[src/rtl/ntws_ram.sv]
// Generic single-write, single-read RAM with registered read data
module ntws_ram #(
  parameter int WIDTH = 32,
  parameter int DEPTH = 32
) (
  input  logic                     clk,
  input  logic                     we,
  input  logic [$clog2(DEPTH)-1:0] waddr,
  input  logic [WIDTH-1:0]         wdata,
  input  logic [$clog2(DEPTH)-1:0] raddr,
  output logic [WIDTH-1:0]         rdata
);

  logic [WIDTH-1:0] mem [DEPTH];

  always_ff @(posedge clk) begin
    if (we) begin
      mem[waddr] <= wdata;
    end
    rdata <= mem[raddr];
  end

endmodule

[config.mk]
export PLATFORM = sky130hd
export DESIGN_NAME = ntws_ram
export DESIGN_NICKNAME = d
export VERILOG_FILES = /design/src/rtl/ntws_ram.sv
export SDC_FILE = /design/constraint.sdc
export NUM_CORES = 1
export LEC_CHECK = 0
export CAP_MARGIN = 20
export CORE_MARGIN = 8
export CORE_UTILIZATION = 54
export CTS_CLUSTER_DIAMETER = 80
export DETAILED_ROUTE_END_ITERATION = 8
export DONT_BUFFER_PORTS = 1
export HOLD_SLACK_MARGIN = 0.02
export PLACE_DENSITY = 0.69
export SLEW_MARGIN = 20
export SYNTH_ARGS = -nofsm -noshare
export SYNTH_HDL_FRONTEND = slang
export SYNTH_SLANG_ARGS = --single-unit
[constraint.sdc]
create_clock -name clk -period 6.11 [get_ports clk]
set_input_delay 1.222 -clock clk [delete_from_list [all_inputs] [get_ports clk]]
set_output_delay 1.222 -clock clk [all_outputs]
set_load 0.005 [all_outputs]
* After elaboration in Yosys (flattened, before gate mapping)
Memories as Yosys holds them, arrays and structs flattened. A register that Yosys moved wholly into a read port is not among the register bits.
Cells that the tools add are included.
W data, S select, Z words.
** Storage, ports and cells
- Register bits after elaboration :: 0
- RAM bits :: 1024
- Input port bits :: 44
- Output and inout bits :: 32
- Logic and storage cells :: 3
- Memories :: 1
** Memory list
- mem :: depth 32, width 32, read ports 1, clocked after memory_dff 1, write ports 1, line 14 : logic [WIDTH-1:0] mem [DEPTH];
** Cells by class
- Multiplexer cells :: 2
** Operators by type and width (number)
- $mux W1 :: 2

* Logic depth before layout (Yosys ltp)
Gate-level depths: netlist of the first run.
- Word-level depth :: 2
- Gate-level depth with buffers :: 8
- Depth with buffers taken out :: 5

* Least setup slack after synthesis of the first run
OpenSTA, ideal clock, no wires.
- Path kind :: in2reg
- Start :: in waddr[1]
- End :: mem mem[12][0] (enable)
- Library setup time :: 421 ps
- Arrival time :: 3235 ps
- Required time :: 5689 ps
- Path slack :: 2454 ps
- Stages :: 3
- Path buffers :: 1
- Cell sequence :: or3b_2 -> clkbuf_1 -> nor2_1
** RTL lines
- start: declaration :: line 8 : input logic [$clog2(DEPTH)-1:0] waddr,
- end: declaration :: line 14
Straight into the memory's write port.

==> qor.txt, run 1 <==
Status -> complete, but fails checks
Failing checks -> slew limit
H-tree levels -> 3
LEAKAGE -> 15.4 nW
Post-DP Area -> 41500 um^2
Total congestion overflow -> 0
Number of antenna violations at the first check in global routing -> 1
Post-CTS Hold Buffers -> 0
Die height -> 290 um
Drt pass-1 iters -> 6
Critical path data required time -> 6630 ps
Ant diodes -> 0
Hold WC Path Type -> flip-flop to flip-flop
Crit path time final -> 3090 ps
CTS Buf Count -> 101
Setup bufs post-CTS -> 0
Final-report setup violation count -> 0
Wire length per cell -> 28.1 um
Reg2reg end -> rdata[6]
Psw -> 2.99 mW
RSZ-0062 raised after global routing -> false
Hold EP -> rdata[14]
Row count -> 100
Comb pwr share -> 3.3%
Total GRT Usage -> 21.6%
Syn_area_per_cell -> 17.9 um^2
Synth top area share -> 76.0%
Clk buf depth -> 3
Sequential-to-total area share from yosys stat -> 77.5%
Relative slew slack -> -20.0%
Total chip power -> 14.8 mW
Reg power frac -> 54.9%
FF+latch count, synth -> 1056
Mapped Cells -> 2260
Clk slew on worst S/H paths -> 60 ps
Total negative setup slack -> 0 ps
R2r setup slk -> 4550 ps
Slew @ Worst Pin -> 1800 ps
WHS Path Cells -> 4
FMAX -> 324 MHz
MaxCap Viol Count -> 0
Post-synth cell types -> 25
Area leader, netlist -> edfxtp_1
Slew Limit Fails -> 244
CP max FO -> 54
Arrival @ worst endpoint -> 3610 ps
Syn nets -> 2304
Final GP Congestion -> 0.784
Core region area -> 74300 um^2
Layout net count -> 2321
Most Crowded Layer GR -> met2
Fin crit share -> 50.5%
Reg2Reg Launch Point -> mem[1][6]
Worst setup EP type -> flip-flop
Setup Crit Path Kind -> input port to flip-flop
Worst setup margin -> 3020 ps
PwrDens -> 329 nW/um^2
Pint -> 11.8 mW
TritonCTS clock tree -> yes
Detail Route Antenna Nets -> 0
M1 GR Usage -> 29.0%
CP Launch Type -> input port
CTS resizes -> 0
Vias -> 20614
Die width -> 290 um
Yosys warns -> 0
Ports -> 76
Post-detail-place hpwl -> 48.1 mm
Worst setup startpoint -> raddr[2]
DIE AREA -> 84000 um^2
Clock sink count -> 1056
Top post-synthesis cells by area -> edfxtp_1, mux2i_1, a22oi_1
First-pass GRT wire length -> 136 mm
Final Hold Violating Endpoints -> 0
Via density -> 6.19
Initial Util -> 54.5%
Vias in the first global route -> 20795
DRC errors left -> 0
Clk_lat worst skew -> 660 ps
Worst Clk Skew -> 22.3 ps
CTS root buffer -> clkbuf_16
Layout area overhead -> 10.8%
Final WL -> 93.6 mm
Buffers on Ports -> 0
Hold Path Origin -> mem[16][14]
Sw Ratio -> 20.2%
Synthesized cell area -> 40500 um^2
Largest net degree at the start of global routing -> 513
Final instance area -> 44900 um^2
GR Layer Usage met2 -> 36.1%
Dpl ws -> 2410 ps
Initial DRC count -> 2331
VDD IR max -> 0.252 mV
Grt met3 use -> 3.73%
Worst R2R Path Depth -> 5
Power share of the clock group -> 41.8%
Fraction of layout cells with a size suffix above 1 -> 10.4%
kinds of logic after synthesis:
family                 Yosys count  synth area share [%]
AOI/OAI and AO/OA              288                  4.85
and+or+nand+nor                277                  3.10
buffers and inverters          127                  1.86
DFF                           1056                  77.5
muxes                          512                  12.7
how the worst max path moves through the flow:
stage	endpoint	slack [ps]	depth (start not counted)
after floorplan	mem[12][0]	2450	3
after global placement	rdata[28]	2380	6
after detailed placement	rdata[20]	2410	6
after CTS	rdata[28]	3110	6
after global routing	rdata[28]	2960	6
final	rdata[28]	3020	6
stage by stage:
stage,hold slack [ps],util [%],instances
2_1_floorplan,553,-,2260
3_3_place_gp,588,55.9,3143
3_5_place_dp,586,55.9,3143
4_1_cts,596,60.4,3332
5_1_grt,631,60.4,3332
6_report,597,60.4,3332
area by class of cell:
type	instances	area (um^2)
repair buffers	41	320
clock inverters	65	591
flip-flops and latches	1056	31400
well taps	969	1210
fillers	5329	29500
clock buffers	124	2750
multi-input cells	1077	8610
layer usage:
layer / wire length, um / vias up / share of wire, %
li1: - / 9020 / -
met1: 38300 / 10621 / 41
met2: 45900 / 836 / 49
met3: 7090 / 137 / 7.6
met4: 2300 / 0 / 2.5
met5: 0 / - / 0
synth_stat cells:
master    number
nor3_1        32
buf_2         26
or3_1          1
dfxtp_1       32
nor2_1        34
edfxtp_1    1024
a22oi_1       96
nand3b_1       5
and2_1         1
a31oi_1       32
nand2b_1       2
a21oi_1       96
and2b_1        1
mux2i_1      512
clkbuf_1      46
nand2_1       98
buf_6         15
or2_2          1
nor2b_1        1
a22o_1        64
buf_4         33
nand3_1       98
buf_1          5
or3b_2         3
clkbuf_4       2
flip-flops by register name (all words and copies together), names as in the netlist:
register,count
rdata,32
mem,1024
cell usage in the layout (no fill, tap or decap), types with 2 or more instances in the layout:
master / n
edfxtp_1: 1024
mux2i_1: 512
clkbuf_16: 102
nand3_1: 98
nand2_1: 97
a22oi_1: 96
a21oi_1: 96
a22o_1: 64
buf_4: 40
nor2_4: 33
nor3_1: 32
a31oi_1: 32
dfxtp_1: 32
clkinv_2: 21
clkinv_1: 17
clkbuf_8: 11
clkbuf_1: 11
bufinv_16: 7
clkinv_4: 7
clkinvlp_4: 7
nand3b_1: 5
or3b_2: 3
clkinv_8: 3
nand2b_2: 2
inv_16: 2
worst max-delay path: stages:
cell	delay, ps
and2b_4	800
buf_4	730
a22o_1	230
nor3_1	50
a31oi_1	340
nand3_1	120
power by group through the flow:
stage | Combinational (mW) | Sequential [mW] | Clock [mW]
2_1_floorplan | 0.416 | 8.23 | 0
3_3_place_gp | 0.466 | 8.26 | 0
3_5_place_dp | 0.471 | 8.27 | 0
4_1_cts | 0.474 | 8.11 | 6.26
5_1_grt | 0.507 | 8.11 | 6.51
6_report | 0.491 | 8.11 | 6.17
No activity file was read; power rests on OpenSTA's default activity.
==> run 2: changes to the inputs <==
==> constraint.sdc (replaced) <==
create_clock -name clk -period 2.94 [get_ports clk]
set_input_delay 0.588 -clock clk [delete_from_list [all_inputs] [get_ports clk]]
set_output_delay 0.588 -clock clk [all_outputs]
set_load 0.005 [all_outputs]
==> qor.txt, run 2 (synthesis gave the netlist of run 1 again) <==
DIE AREA -> 84000 um^2 (unchanged)
CTS root buffer -> clkbuf_16 (unchanged)
Largest register FFs -> 1024 (unchanged)
Fin crit share -> 69.8%
Worst R2R Path Depth -> 5 (unchanged)
Die width -> 290 um (unchanged)
Critical path's slowest cell -> mux2i_1 (was and2b_4)
CTS Buf Count -> 101 (unchanged)
Ports -> 76 (unchanged)
MaxCap Viol Count -> 0 (unchanged)
WHS Path Cells -> 0 (was 4)
GR Layer Usage met2 -> 35.8% (was 36.1%)
Grt met3 use -> 3.89% (was 3.73%)
Hold EP -> mem[5][6] (was rdata[14])
Biggest register -> mem (unchanged)
First-pass GRT wire length -> 134 mm (was 136 mm)
R2r setup slk -> 1420 ps (was 4550 ps)
Reg2Reg Launch Point -> mem[3][9] (was mem[1][6])
Largest net degree at the start of global routing -> 513 (unchanged)
Critical path data required time -> 3450 ps (was 6630 ps)
RSZ-0062 raised after global routing -> false (unchanged)
Detail Route Antenna Nets -> 0 (unchanged)
Hold WC Path Type -> input port to flip-flop (was flip-flop to flip-flop)
Total congestion overflow -> 0 (unchanged)
Vias in the first global route -> 20669 (was 20795)
Reg2reg end -> rdata[9] (was rdata[6])
Status -> complete, but fails checks (unchanged)
Initial DRC count -> 2095 (was 2331)
Setup bufs post-CTS -> 0 (unchanged)
Most Crowded Layer GR -> met2 (unchanged)
Relative slew slack -> -6.24% (was -20.0%)
Clk slew on worst S/H paths -> 60 ps (about the same)
Core region area -> 74300 um^2 (unchanged)
Commonest non-fill, non-tap cell in the layout -> edfxtp_1 (unchanged)
Buffers on Ports -> 0 (unchanged)
Arrival @ worst endpoint -> 2570 ps (was 3610 ps)
Layout area overhead -> 12.1% (was 10.8%)
LEAKAGE -> 15.6 nW (was 15.4 nW)
Hold Path Origin -> wdata[6] (was mem[16][14])
Clk_lat worst skew -> 650 ps (was 660 ps)
Max incr delay on CP -> 740 ps (was 800 ps)
Post-DP Area -> 41900 um^2 (was 41500 um^2)
Fraction of layout cells with a size suffix above 1 -> 10.4% (about the same)
Via density -> 6.10 (was 6.19)
Total chip power -> 30.2 mW (was 14.8 mW)
DRC errors left -> 0 (unchanged)
VDD IR max -> 0.506 mV (was 0.252 mV)
Drt pass-1 iters -> 5 (was 6)
Most frequent cells in the layout -> edfxtp_1, mux2i_1, clkbuf_16, nand3_1, nand2_1 (unchanged)
Clk buf depth -> 3 (unchanged)
Worst setup EP type -> flip-flop (unchanged)
Clock sink count -> 1056 (unchanged)
Final instance area -> 45400 um^2 (was 44900 um^2)
PwrDens -> 666 nW/um^2 (was 329 nW/um^2)
Row count -> 100 (unchanged)
Biggest regs -> mem: 1024 flops, rdata: 32 flops (unchanged)
Placed insts -> 3169 (was 3143)
Fin cells -> 3394 (was 3332)
Post-detail-place hpwl -> 49.8 mm (was 48.1 mm)
Worst Clk Skew -> 23.4 ps (was 22.3 ps)
Slew Limit Fails -> 89 (was 244)
Setup Crit Path Kind -> input port to flip-flop (unchanged)
CP max FO -> 512 (was 54)
Final Hold Violating Endpoints -> 0 (unchanged)
M1 GR Usage -> 27.7% (was 29.0%)
Layout net count -> 2386 (was 2321)
CP Launch Type -> input port (unchanged)
Slew @ Worst Pin -> 1590 ps (was 1800 ps)
Failing checks -> slew limit (unchanged)
Post-CTS Hold Buffers -> 38 (was 0)
Ant diodes -> 0 (unchanged)
TritonCTS clock tree -> yes (unchanged)
Final GP Congestion -> 0.798 (was 0.784)
Wire length per cell -> 27.1 um (was 28.1 um)
CTS resizes -> 0 (unchanged)
Die height -> 290 um (unchanged)
Crit path time final -> 2050 ps
FMAX -> 487 MHz
Crit-path cells -> mux2i_1 -> a22o_1 -> nor3_1 -> a31oi_1 -> nand3_1 (was and2b_4 -> buf_4 -> a22o_1 -> nor3_1 -> a31oi_1 -> nand3_1)
Number of antenna violations at the first check in global routing -> 1 (unchanged)
Final-report setup violation count -> 0 (unchanged)
Vias -> 20693 (was 20614)
Final WL -> 92.0 mm (was 93.6 mm)
Total GRT Usage -> 21.1% (was 21.6%)
Initial Util -> 54.5% (unchanged)
H-tree levels -> 3 (unchanged)
[run 2: cell count changes in the layout (fill, tap and decap cells not counted), moves of 8 or more]
cell / previous run / this run
buf_12: 1 / 16
buf_2: 0 / 8
buf_4: 40 / 51
clkbuf_1: 11 / 37
clkinv_2: 21 / 10
dlygate4sd3_1: 0 / 30
[run 2: final cells by class]
class	instances	area [um^2]
sequential	1056	31400
fill	5267	29000
multi-input combinational	1077	8610
clock buffer	149	2850
tap	969	1210
timing repair buffer	106	1050
clock inverter	37	253
[run 2: worst max-delay path by stage]
stage               startpoint         end  slack, ps  cells after the start
floorplan             waddr[1]  mem[12][0]        -80                      3
global placement      waddr[1]  mem[8][24]        610                      3
detailed placement    waddr[1]  mem[8][18]        620                      3
CTS                  rdata[11]   rdata[11]       1160                      0
global route         rdata[11]   rdata[11]       1120                      0
finish                raddr[0]   rdata[26]        890                      5
[run 2: worst max-delay path, delay by kind of cell]
kind	cells	cell delay, ps
mux	1	740
simple gates	2	140
compound gates	2	370
[run 2: metrics by stage]
stage | util [%] | hold slack [ps] | setup TNS (ps) | setup WS [ps]
2_1_floorplan | - | 553 | -20070 | -82.1
3_3_place_gp | 56.4 | 580 | 0 | 609
3_5_place_dp | 56.4 | 591 | 0 | 616
4_1_cts | 61.1 | 20.4 | 0 | 1160
5_1_grt | 61.0 | 27.0 | 0 | 1120
6_report | 61.0 | 49.3 | 0 | 888
[run 2: power breakdown]
| part | internal [mW] | switching (mW) | leakage, nW |
|---|---|---|---|
| combinational | 0.489 | 0.722 | 4.65 |
| sequential | 16.7 | 0.117 | 9.49 |
| clock | 6.88 | 5.29 | 1.51 |
| total | 24.1 | 6.13 | 15.6 |
[run 2: metal layers]
metal / share of wire (%) / vias up
met3: 6.9 / 146
met1: 41 / 10625
met2: 50 / 760
li1: - / 9162
met4: 2.7 / 0
met5: 0 / -
